## config.mk

```make
export PLATFORM = sky130hd
export DESIGN_NAME = ddo_ctrl
export DESIGN_NICKNAME = d
export VERILOG_FILES = /design/src/design/ddo_pkg.sv /design/src/design/ddo_ctrl.sv
export SDC_FILE = /design/constraint.sdc
export NUM_CORES = 1
export LEC_CHECK = 0
export BUFFER_PORTS_ARGS = -buffer_cell sky130_fd_sc_hd__buf_2
export CAP_MARGIN = 20
export CORE_AREA = 2 2 39 41
export DETAILED_ROUTE_END_ITERATION = 8
export DIE_AREA = 0 0 41 43
export GPL_TIMING_DRIVEN = 0
export RECOVER_POWER = 25
export SKIP_LAST_GASP = 1
export SLEW_MARGIN = 15
export SYNTH_ARGS = -nofsm -noshare
export SYNTH_HDL_FRONTEND = slang
export SYNTH_SLANG_ARGS = --single-unit
```

## constraint.sdc

```tcl
create_clock -name i_clk -period 1.95 [get_ports i_clk]
set_input_delay 0.0975 -clock i_clk [delete_from_list [all_inputs] [get_ports i_clk]]
set_output_delay 0.0975 -clock i_clk [all_outputs]
set_load 0.03 [all_outputs]
```

## src/design/ddo_pkg.sv

```systemverilog
// Shared types, constants and the quarter-wave sine table of the odometry block.
`timescale 1ns / 1ps
`default_nettype none
package ddo_pkg;

    localparam int ANGLE_INDEX_BITS = 10;
    localparam int ANGLE_W          = 32;
    localparam int POS_W            = 48;
    localparam int TOTAL_W          = 32;
    localparam int DELTA_W          = 4;
    localparam int DIST_W           = 24;
    localparam int SINE_MAG_W       = 17;
    localparam int SINE_W           = SINE_MAG_W + 1;
    localparam int SUM_W            = DELTA_W + 1;
    localparam int TRAVEL_W         = DIST_W + SUM_W + 1;
    localparam int FRAC_SHIFT       = 17;

    localparam int QTR_ADDR_W  = ANGLE_INDEX_BITS - 1;
    localparam int QTR_ENTRIES = (1 << (ANGLE_INDEX_BITS - 2)) + 1;

    localparam logic [63:0] PI_HALF_Q30 = 64'd1686629713;

    localparam int CFG_INDEX_W = 8;
    localparam int CFG_DATA_W  = 32;
    localparam logic [CFG_INDEX_W-1:0] REG_DIST_PER_STEP  = 8'd0;
    localparam logic [CFG_INDEX_W-1:0] REG_THETA_PER_DIFF = 8'd1;

    localparam int IN_TDATA_W  = 8;
    localparam int OUT_TDATA_W = 2 * POS_W + ANGLE_W + 2 * TOTAL_W;

    typedef enum logic [4:0] {
        ST_IDLE = 5'b00001,
        ST_LOOK = 5'b00010,
        ST_MUL  = 5'b00100,
        ST_ACC  = 5'b01000,
        ST_WAIT = 5'b10000
    } t_state;

    typedef struct packed {
        logic capture;     // latch the accepted deltas
        logic lookup;      // table read, travel product, heading and totals update
        logic multiply;    // travel times cosine and sine
        logic accumulate;  // add the shifted products to the position
        logic load_out;    // copy the pose into the output register
    } t_ctrl_cmd;

    typedef logic [SINE_MAG_W-1:0] t_qtr_tab [0:QTR_ENTRIES-1];

    // Magnitude of sin(pi/2 * h / quarter) in Q1.16, Taylor series through phi^13.
    function automatic logic [SINE_MAG_W-1:0] sine_mag(input int unsigned h);
        logic [63:0] phi;
        logic [63:0] phi2;
        logic [63:0] term;
        logic [63:0] sum;
        phi  = (64'(h) * PI_HALF_Q30) >> (ANGLE_INDEX_BITS - 2);
        phi2 = (phi * phi) >> 30;
        term = phi;
        sum  = phi;
        term = ((term * phi2) >> 30) / 64'd6;
        sum  = sum - term;
        term = ((term * phi2) >> 30) / 64'd20;
        sum  = sum + term;
        term = ((term * phi2) >> 30) / 64'd42;
        sum  = sum - term;
        term = ((term * phi2) >> 30) / 64'd72;
        sum  = sum + term;
        term = ((term * phi2) >> 30) / 64'd110;
        sum  = sum - term;
        term = ((term * phi2) >> 30) / 64'd156;
        sum  = sum + term;
        return SINE_MAG_W'((sum + 64'd8192) >> 14);
    endfunction

    function automatic t_qtr_tab build_qtr_tab();
        t_qtr_tab tab;
        for (int k = 0; k < QTR_ENTRIES; k++) begin
            tab[k] = sine_mag(k);
        end
        return tab;
    endfunction

    localparam t_qtr_tab SINE_QTR = build_qtr_tab();

endpackage
`default_nettype wire

```

## src/design/ddo_ctrl.sv

```systemverilog
// Sequencing state machine of the odometry block.
`timescale 1ns / 1ps
`default_nettype none
module ddo_ctrl (
    input  wire              i_clk,
    input  wire              i_rst_n,
    input  wire              i_in_valid,
    output logic             o_in_ready,
    input  wire              i_out_ready,
    output logic             o_out_valid,
    output ddo_pkg::t_ctrl_cmd o_cmd
);
    import ddo_pkg::*;

    t_state r_state, n_state;
    logic   r_out_valid, n_out_valid;
    logic   out_free;

    assign out_free = !r_out_valid || i_out_ready;

    always_comb begin
        n_state       = r_state;
        o_cmd         = '0;
        o_cmd.capture = (r_state == ST_IDLE) && i_in_valid;
        unique case (r_state)
            ST_IDLE: begin
                if (i_in_valid) n_state = ST_LOOK;
            end
            ST_LOOK: begin
                o_cmd.lookup = 1'b1;
                n_state      = ST_MUL;
            end
            ST_MUL: begin
                o_cmd.multiply = 1'b1;
                n_state        = ST_ACC;
            end
            ST_ACC: begin
                o_cmd.accumulate = 1'b1;
                o_cmd.load_out   = out_free;
                n_state          = out_free ? ST_IDLE : ST_WAIT;
            end
            ST_WAIT: begin
                o_cmd.load_out = out_free;
                if (out_free) n_state = ST_IDLE;
            end
            default: n_state = ST_IDLE;
        endcase
    end

    always_comb begin
        n_out_valid = r_out_valid;
        if (o_cmd.load_out) begin
            n_out_valid = 1'b1;
        end else if (i_out_ready) begin
            n_out_valid = 1'b0;
        end
    end

    always_ff @(posedge i_clk) begin
        if (!i_rst_n) begin
            r_state     <= ST_IDLE;
            r_out_valid <= 1'b0;
        end else begin
            r_state     <= n_state;
            r_out_valid <= n_out_valid;
        end
    end

    assign o_in_ready  = (r_state == ST_IDLE);
    assign o_out_valid = r_out_valid;

    // An accepted item always starts with the table lookup.
    a_accept_to_look: assert property (@(posedge i_clk) disable iff (!i_rst_n)
        (i_in_valid && o_in_ready) |=> (r_state == ST_LOOK))
        else $error("accepted item did not enter lookup");

    // The accumulate step either hands over its result or parks it.
    a_acc_exit: assert property (@(posedge i_clk) disable iff (!i_rst_n)
        (r_state == ST_ACC) |=> (r_state == ST_IDLE || r_state == ST_WAIT))
        else $error("accumulate step left to an unexpected state");

    // A waiting result is never overwritten.
    a_no_overwrite: assert property (@(posedge i_clk) disable iff (!i_rst_n)
        o_cmd.load_out |-> (!r_out_valid || i_out_ready))
        else $error("output register loaded over a pending result");

    // No new item is taken while the previous one is still parked.
    a_wait_blocks: assert property (@(posedge i_clk) disable iff (!i_rst_n)
        (r_state == ST_WAIT) |-> !o_in_ready)
        else $error("input accepted while a result is parked");

endmodule
`default_nettype wire

```

==> results of run 1 <==
-- final cells by class --
| cell class | count | share of cell area |
|---|---|---|
| multi-input combinational | 23 | 0.437 |
| sequential | 6 | 0.289 |
| buffer | 2 | 0.0361 |
| inverter | 2 | 0.0181 |
| timing repair buffer | 10 | 0.117 |
| tap | 16 | 0.0482 |
| clock buffer | 3 | 0.0542 |
-- layer usage --
metal / wire, um / up-vias / GRT usage
met4: 0 / 0 / 0.0600
li1: - / 143 / -
met2: 274 / 10 / 0.0969
met5: 0 / - / 0
met1: 284 / 119 / 0.104
met3: 56 / 0 / 0.0942
-- cells by family (layout without fill, tap and decap cells) --
logic type	count (synthesis)	after routing	synth area share
simple gates	16	16	0.398
xor+xnor	2	2	0.0541
buf+inv	4	17	0.0695
compound gates	5	5	0.108
flops	6	6	0.371
-- cells in the final DEF, fill, tap and decap left out, types with 2 or more instances in the layout --
| cell | netlist | final |
|---|---|---|
| and3_1 | 2 | 2 |
| and2_1 | 3 | 3 |
| inv_1 | 2 | 2 |
| buf_2 | 0 | 9 |
| buf_4 | 2 | 2 |
| dfxtp_1 | 6 | 6 |
| nor2_1 | 2 | 2 |
| clkbuf_4 | 0 | 3 |
-- critical path: stages, from the launching register on --
cell and delay (ns):
dfxtp_1 0.36, or3_2 0.53, nor3b_4 0.27, and2_1 0.15, buf_2 0.19
-- sequential cells by signal, summed over array words and instances, names as in the netlist --
register	flops
o_out_valid	1
r_state	5
-- metrics by stage --
step,power (mW),hold slack [ns],worst slack (ns),util
floorplan,0.181,0.219,0.223,-
global placement,0.197,0.354,0.380,0.285
detailed placement,0.198,0.359,0.373,0.285
CTS,0.316,0.0988,0.0957,0.301
global route,0.332,0.0920,0.0197,0.300
finish,0.308,0.102,0.109,0.300
-- path summary, 6_finish.rpt --
kind                            cells after the start        start     endpoint  slack [ns]
worst min register to register                      2  o_out_valid  o_out_valid        0.50
worst max-delay path                                4   r_state[2]     o_cmd[4]        0.11
worst max register to register                      3   r_state[1]   r_state[0]        0.50
worst min-delay path                                2      i_rst_n   r_state[3]        0.10
-- where the power goes --
group	total (mW)	internal, mW	switching [mW]
logic	0.0585	0.0259	0.0326
registers	0.137	0.128	0.00877
clock network	0.113	0.0695	0.0433
total	0.308	0.224	0.0846
==> metrics.txt, run 1 <==
Tightest Hold Check Type=in2reg; clock slew at reported path FFs=0.05 ns; post-route clock period utilization=0.944; CTS root buffer=clkbuf_4; fraction of layout cells with a size suffix above 1=0.435; die height=43 um; # Max-Cap Violations=0; capturing element type of the critical path=output port; vias in the first global route=212; sequential area share after synthesis=0.371; Tot GR Track Use=0.0906; number of buffers added by the clock tree synthesis step=3; Netlist cell types=22; most instantiated cells after synthesis=dfxtp_1, and2_1; Avg Inst Size Synth=9.82 sq um; number of H-tree levels=1; sum of negative setup slack=0 ns; launching element type of the critical path=flip-flop; Max FO, Critical Path=7; total placed cells including tap cells=59; final RePlAce weighted congestion=0.765; setup-violating endpoint count in the final report=0; normalized max-slew margin=0.759; CTS tree=done; cell area after synthesis=324 sq um; initial drt markers=3; placeable core region=1380 sq um; placement row count=14; final standard cell area without fillers=415 sq um; slew at the pin closest to its max-slew limit=0.363 ns; outcome=finished, final reports clean; vias after detailed routing=272; data required time of the worst path=1.85 ns; worst setup path category=reg2out; Pins Over Slew Limit=0; leakage power=0.197 nW; Final nets=52; largest area contributor in the synthesized netlist=dfxtp_1; TritonRoute pass-1 iters=2; number of nets with antenna violations after routing=0; sink count of the clock tree=6; Starting Density=0.234; cell area after placement=394 sq um; total nets after synthesis=37; Clock Skew=0.00717 ns; Gate Count Post-Synth=33; Layout Cells excl Fill=62; die span in x=41 um; area delta synth->final=28.2%; minimum clock period=1.84 ns; main area contributors after synthesis=dfxtp_1, and2_1, nor3b_4, buf_4, nand2b_4; peak supply drop=0.000328 V; cells resized by post-CTS repair=0; global route total overflow=0; Clock Tree Buf Depth=2; register area=120 sq um; maximum clock rate=543 MHz; most instantiated flip-flop cell in the synthesis netlist=dfxtp_1; Synth Register Bits=6; number of diodes added for antenna fixing=0; critical path arrival=1.74 ns; routed wire length=615 um; most instantiated library cell after synthesis=dfxtp_1; number of warning messages in the yosys log=0; number of remaining DRC errors=0; PD cells=742 nW/um^2; post-cts hold buffer count=0; IO buf count=10; multi-input gate area in the final layout=181 sq um; Post-CTS Setup Bufs=0; via/cell ratio=4.39; post-synthesis async set-or-reset flop share=0; number of ports placed on the die boundary=11; # fillers=151; fraction of post-synthesis cell area in the top cell type by area=0.371; RSZ-0062 raised after global routing=no; Post-DP HPWL=482 um; maximum number of pins on one net before global-route repair=8; global-route wire length before repair=924 um; area of the die=1760 sq um; Post-synth EDFFs=0; clock insertion delay at the later pin of the skew report=0.24 ns; average detailed-routed wire length per instance=9.92 um; number of endpoints with negative hold slack in the final report=0; initial antenna violation count=0
Power figures use the tool's default switching activity.
==> run 2, diff against run 1 <==
--- a/config.mk
+++ b/config.mk
@@ -5,12 +5,14 @@
 export SDC_FILE = /design/constraint.sdc
 export NUM_CORES = 1
 export LEC_CHECK = 0
+export ABC_AREA = 1
 export BUFFER_PORTS_ARGS = -buffer_cell sky130_fd_sc_hd__buf_2
 export CAP_MARGIN = 20
 export CORE_AREA = 2 2 39 41
 export DETAILED_ROUTE_END_ITERATION = 8
 export DIE_AREA = 0 0 41 43
 export GPL_TIMING_DRIVEN = 0
+export MAX_ROUTING_LAYER = met4
 export RECOVER_POWER = 25
 export SKIP_LAST_GASP = 1
 export SLEW_MARGIN = 15
==> constraint.sdc (replaced) <==
create_clock -name i_clk -period 1.95 [get_ports i_clk]
set_input_delay 0.195 -clock i_clk [delete_from_list [all_inputs] [get_ports i_clk]]
set_output_delay 0.195 -clock i_clk [all_outputs]
set_load 0.03 [all_outputs]
==> metrics.txt, run 2 <==
hold_ws=0.197 ns (+0.0947 ns); sink count of the clock tree=6 (unchanged); most instantiated library cell after synthesis=inv_1; Final nets=68 (+31%); CTS tree=done; final standard cell area without fillers=399 sq um (-3.9%); most instantiated cells after synthesis=inv_1, nand2_1, nor2_1; Avg Inst Size Synth=6.46 sq um (-34%); number of remaining DRC errors=0 (unchanged); post-route clock period utilization=0.785 (-0.159); die height=43 um (unchanged); setup-violating endpoint count in the final report=0 (unchanged); Post-CTS Setup Bufs=0 (unchanged); average detailed-routed wire length per instance=7.36 um (-26%); fraction of post-synthesis cell area in the top cell type by area=0.379 (+0.00879); number of nets with antenna violations after routing=0 (unchanged); capturing element type of the critical path=output port; initial antenna violation count=0 (unchanged); slew at the pin closest to its max-slew limit=0.210 ns (-0.153 ns); minimum clock period=1.53 ns (-0.310 ns); number of endpoints with negative hold slack in the final report=0 (unchanged); RSZ-0062 raised after global routing=no; die span in x=41 um (unchanged); Tightest Hold Check Type=in2reg; IO buf count=10 (unchanged); maximum number of pins on one net before global-route repair=5 (-3); outcome=finished, final reports clean; CTS root buffer=clkbuf_4; number of cell instances on the worst register-to-register path=6 (+3); vias in the first global route=237 (+12%); cells resized by post-CTS repair=0 (unchanged); maximum clock rate=653 MHz (+20%); routed wire length=574 um (-6.7%); total nets after synthesis=53 (+43%); normalized max-slew margin=0.859 (+0.101); area of the die=1760 sq um (unchanged); flip-flop count of the largest register after layout=5 (unchanged); Netlist cell types=13 (-41%); Reg2Reg Setup Slack=0.90 ns (+0.40 ns); via/cell ratio=3.96 (-9.7%); worst setup path category=reg2out; fraction of layout cells with a size suffix above 1=0.290 (-0.144); sequential area share after synthesis=0.379 (+0.00879); cell depth of the worst min-delay path=3 (+1); global route total overflow=0 (unchanged); peak supply drop=0.000329 V (about the same); commonest non-fill, non-tap cells in the layout=inv_1, buf_2, nor2_1, nand2_1, dfxtp_1; data required time of the worst path=1.75 ns (-0.10 ns); post-synthesis async set-or-reset flop share=0 (unchanged); clock insertion delay at the later pin of the skew report=0.24 ns (about the same); Clock Tree Buf Depth=2 (unchanged); # fillers=153 (+1.3%); final RePlAce weighted congestion=0.666 (-13%); placeable core region=1380 sq um (unchanged); placement row count=14 (unchanged); main area contributors after synthesis=dfxtp_1, inv_1, nand2_1, nor2_1, nor2_2; cell area after placement=387 sq um (-1.9%); vias after detailed routing=309 (+14%); # Max-Cap Violations=0 (unchanged); largest area contributor in the synthesized netlist=dfxtp_1; critical path arrival=1.34 ns (-0.40 ns); launching element type of the critical path=flip-flop; Post-synth EDFFs=0 (unchanged); number of ports placed on the die boundary=11 (unchanged); TritonRoute pass-1 iters=4 (+2); Max FO, Critical Path=3 (-4); Starting Density=0.229 (-0.00542); number of warning messages in the yosys log=0 (unchanged); sum of negative setup slack=0 ns (unchanged); Layout Cells excl Fill=78 (+26%); Clock Skew=0.00123 ns (-0.00594 ns); number of H-tree levels=1 (unchanged); clock slew at reported path FFs=0.05 ns (about the same); PD cells=772 nW/um^2 (+4.0%); number of diodes added for antenna fixing=0 (unchanged); Final Power=0.308 mW (about the same); global-route wire length before repair=883 um (-4.4%); Biggest register=r_state; Tot GR Track Use=0.0834 (-0.00722); Pins Over Slew Limit=0 (unchanged); cell area after synthesis=317 sq um (-2.3%); Post-DP HPWL=456 um (-5.5%); multi-input gate area in the final layout=130 sq um (-28%); Synth Register Bits=6 (unchanged); register area=120 sq um (unchanged); Gate Count Post-Synth=49 (+48%); initial drt markers=5 (+2); area delta synth->final=26.1%; most instantiated flip-flop cell in the synthesis netlist=dfxtp_1; total placed cells including tap cells=75 (+27%); number of buffers added by the clock tree synthesis step=3 (unchanged); post-cts hold buffer count=0 (unchanged); leakage power=0.239 nW (+21%)
==> run 2: cell types whose count changed in the layout (fill, tap and decap cells not counted), sizes merged, moves of 2 or more <==
cell,previous run,this run
and3,2,0
nor3b,2,0
nor3,1,3
inv,2,11
nand3,0,4
nand2,1,10
nor2,2,10
and2,3,0
==> run 2: critical path, cell delays in order, from the launching register on <==
cell	delay, ns
dfxtp_1	0.32
nor2_1	0.20
nand3_1	0.13
a21oi_1	0.16
buf_4	0.11
buf_2	0.18
==> run 2: final timing paths <==
path / from / end
max: r_state[2] / o_cmd[0]
min: i_rst_n / o_out_valid
max reg2reg: r_state[2] / r_state[0]
min reg2reg: r_state[2] / r_state[3]
==> run 2: layout make-up <==
type                       count  share of cell area
inverter                      11               0.103
tap                           16              0.0502
multi-input combinational     30               0.326
buffer                         2              0.0376
clock buffer                   3              0.0564
sequential                     6               0.301
timing repair buffer          10               0.125
==> run 2: power breakdown <==
| group | total [mW] | internal, mW | switching (mW) | leakage, nW |
|---|---|---|---|---|
| sequential | 0.132 | 0.128 | 0.00417 | 0.0488 |
| clock | 0.113 | 0.0696 | 0.0438 | 0.0138 |
| combinational | 0.0624 | 0.0208 | 0.0416 | 0.177 |
==> run 2: layer usage <==
| metal | GRT usage | share of wire |
|---|---|---|
| met1 | 0.0903 | 0.48 |
| met3 | 0.0366 | 0.068 |
| met2 | 0.0969 | 0.45 |
| met4 | 0.100 | 0 |
| met5 | - | 0 |
==> run 2: cell families after synthesis <==
| group | synth area share |
|---|---|
| AO/OA/AOI/OAI | 0.0474 |
| AND/OR/NAND/NOR | 0.395 |
| flip-flops | 0.379 |
| buffers and inverters | 0.178 |
==> run 2: through the flow <==
step | utilization | worst slack [ns]
2_1_floorplan | - | 0.673
3_3_place_gp | 0.279 | 0.709
3_5_place_dp | 0.279 | 0.712
4_1_cts | 0.296 | 0.442
5_1_grt | 0.288 | 0.262
6_report | 0.288 | 0.419
==> run 3, diff against run 2 <==
--- a/config.mk
+++ b/config.mk
@@ -5,7 +5,7 @@
 export SDC_FILE = /design/constraint.sdc
 export NUM_CORES = 1
 export LEC_CHECK = 0
-export ABC_AREA = 1
+export ABC_AREA = 0
 export BUFFER_PORTS_ARGS = -buffer_cell sky130_fd_sc_hd__buf_2
 export CAP_MARGIN = 20
 export CORE_AREA = 2 2 39 41
==> constraint.sdc (replaced) <==
create_clock -name i_clk -period 1.3 [get_ports i_clk]
set_input_delay 0.13 -clock i_clk [delete_from_list [all_inputs] [get_ports i_clk]]
set_output_delay 0.13 -clock i_clk [all_outputs]
set_load 0.03 [all_outputs]
==> metrics.txt, run 3 (same netlist as run 1, synthesis figures left out) <==
violated checks=setup timing; PD cells=999 nW/um^2 (+29%); Reg2Reg Setup Slack=-0.08 ns (-0.98 ns); # fillers=146 (-4.6%); delay contributed by the slowest stage of the critical path=0.40 ns (+0.08 ns); post-route clock period utilization=1.28; post-cts hold buffer count=0 (unchanged); sum of negative setup slack=-1.44 ns (-1.44 ns); average detailed-routed wire length per instance=9.97 um (+35%); CTS root buffer=clkbuf_4; final RePlAce weighted congestion=0.681 (+2.3%); Clock Tree Buf Depth=2 (unchanged); vias in the first global route=268 (+13%); worst setup margin=-0.369 ns (-0.788 ns); Layout Cells excl Fill=65 (-17%); maximum clock rate=599 MHz; die height=43 um (unchanged); TritonRoute pass-1 iters=1 (-3); fraction of layout cells with a size suffix above 1=0.694 (+0.404); launching element type of the critical path=flip-flop; worst setup path category=reg2out; data required time of the worst path=1.17 ns (-0.58 ns); combined buffer and inverter count along the critical path=1 (-1); global route total overflow=0 (unchanged); placeable core region=1380 sq um (unchanged); number of remaining DRC errors=0 (unchanged); global-route wire length before repair=1080 um (+22%); clock insertion delay at the later pin of the skew report=0.24 ns (about the same); Pins Over Slew Limit=0 (unchanged); multi-input gate area in the final layout=214 sq um (+64%); IO buf count=10 (unchanged); critical path, cell by cell=or3_4 > nor3b_4 > and2_4 > buf_6; initial drt markers=0 (-5); Biggest register=r_state; number of diodes added for antenna fixing=0 (unchanged); Tot GR Track Use=0.0947 (+0.0113); maximum number of pins on one net before global-route repair=8 (+3); vias after detailed routing=287 (-7.1%); number of endpoints with negative hold slack in the final report=0 (unchanged); die span in x=41 um (unchanged); leakage power=0.232 nW (-3.0%); clock slew at reported path FFs=0.04 ns (about the same); HP Start=i_rst_n; initial antenna violation count=0 (unchanged); terminus of the critical flop-to-flop path=r_state[0]; commonest non-fill, non-tap cells in the layout=buf_4, clkbuf_4, buf_2, dfxtp_2, buf_6; highest-delay cell along the critical path=or3_4; Max FO, Critical Path=4 (+1); Tightest Hold Check Type=in2reg; end point of the most critical hold path=r_state[3]; total placed cells including tap cells=59 (-21%); number of H-tree levels=1 (unchanged); number of cell instances on the worst register-to-register path=3 (-3); flip-flop count of the largest register after layout=5 (unchanged); Clock Skew=0.00475 ns (+0.00352 ns); peak supply drop=0.000422 V (+28%); CTS tree=done; final standard cell area without fillers=514 sq um (+29%); category of cells accounting for the largest share of critical-path delay=simple AND/OR/NAND/NOR gates; capturing element type of the critical path=output port; via/cell ratio=4.42 (+11%); number of buffers added by the clock tree synthesis step=3 (unchanged); number of nets with antenna violations after routing=0 (unchanged); minimum clock period=1.67 ns; area of the die=1760 sq um (unchanged); slew at the pin closest to its max-slew limit=0.244 ns (+0.0339 ns); Starting Density=0.234 (+0.00542); number of ports placed on the die boundary=11 (unchanged); cell depth of the worst min-delay path=2 (-1); # Max-Cap Violations=0 (unchanged); Post-DP HPWL=475 um (+4.2%); Final nets=55 (-19%); critical path arrival=1.54 ns (+0.20 ns); RSZ-0062 raised after global routing=yes; register area=133 sq um (+10%); setup-violating endpoint count in the final report=7 (+7); normalized max-slew margin=0.837 (-0.0223); area delta synth->final=58.7%; cell area after placement=405 sq um (+4.9%); sink count of the clock tree=6 (unchanged); placement row count=14 (unchanged); outcome=complete, but fails checks; FF-to-FF Start=r_state[4]; most common cell after layout, fill and taps aside=buf_4; routed wire length=648 um (+13%)
[run 3: cell types whose count changed in the layout (fill, tap and decap cells not counted), sizes merged, moves of 2 or more]
cell | before | now
and2 | 0 | 3
and3 | 0 | 2
buf | 12 | 14
inv | 11 | 2
nand2 | 10 | 1
nand3 | 4 | 0
nor2 | 10 | 2
nor3 | 3 | 1
nor3b | 0 | 2
[run 3: report_power, final]
part           internal [mW]  switching (mW)
Sequential             0.194          0.0195
Combinational         0.0781          0.0575
Clock                  0.104          0.0607
Total                  0.376           0.138
[run 3: per-stage QoR]
| step | setup slack (ns) | hold slack [ns] | utilization | total power [mW] |
|---|---|---|---|---|
| after floorplan | -0.270 | 0.252 | - | 0.276 |
| after global placement | -0.213 | 0.379 | 0.293 | 0.300 |
| final | -0.369 | 0.136 | 0.372 | 0.514 |
| after global routing | -0.416 | 0.143 | 0.372 | 0.543 |
| after CTS | -0.379 | 0.131 | 0.348 | 0.503 |
| after detailed placement | -0.203 | 0.384 | 0.293 | 0.301 |
[run 3: what timing repair did]
item | CTS | global route
endpoints found under the hold margin | 0 | 0
pin swaps | 5 | 2
setup endpoints to repair | 8 | 10
setup buffers | 2 | 2
gates resized for setup | 16 | 5
[run 3: cell type report]
cell class,instances,share of cell area
plain buffers,1,0.0146
clock buffers,3,0.0438
inverters,2,0.0146
multi-input cells,23,0.416
flip-flops and latches,6,0.258
well taps,16,0.0389
repair buffers,14,0.214
[run 3: layer usage]
layer | routed length (um) | up-vias | global-route usage
met4 | 8 | 0 | 0.0400
met2 | 321 | 8 | 0.131
met1 | 269 | 129 | 0.113
li1 | - | 148 | -
met5 | 0 | - | -
met3 | 49 | 2 | 0.0471
[run 3: how the worst max path moves through the flow]
stage               slack, ns  cells after the start        to  startpoint
finish                  -0.37                      4  o_cmd[4]  r_state[3]
global route            -0.42                      4  o_cmd[4]  r_state[3]
CTS                     -0.38                      4  o_cmd[4]  r_state[3]
detailed placement      -0.20                      4  o_cmd[4]  r_state[4]
global placement        -0.21                      4  o_cmd[4]  r_state[4]
floorplan               -0.27                      3  o_cmd[4]  r_state[4]
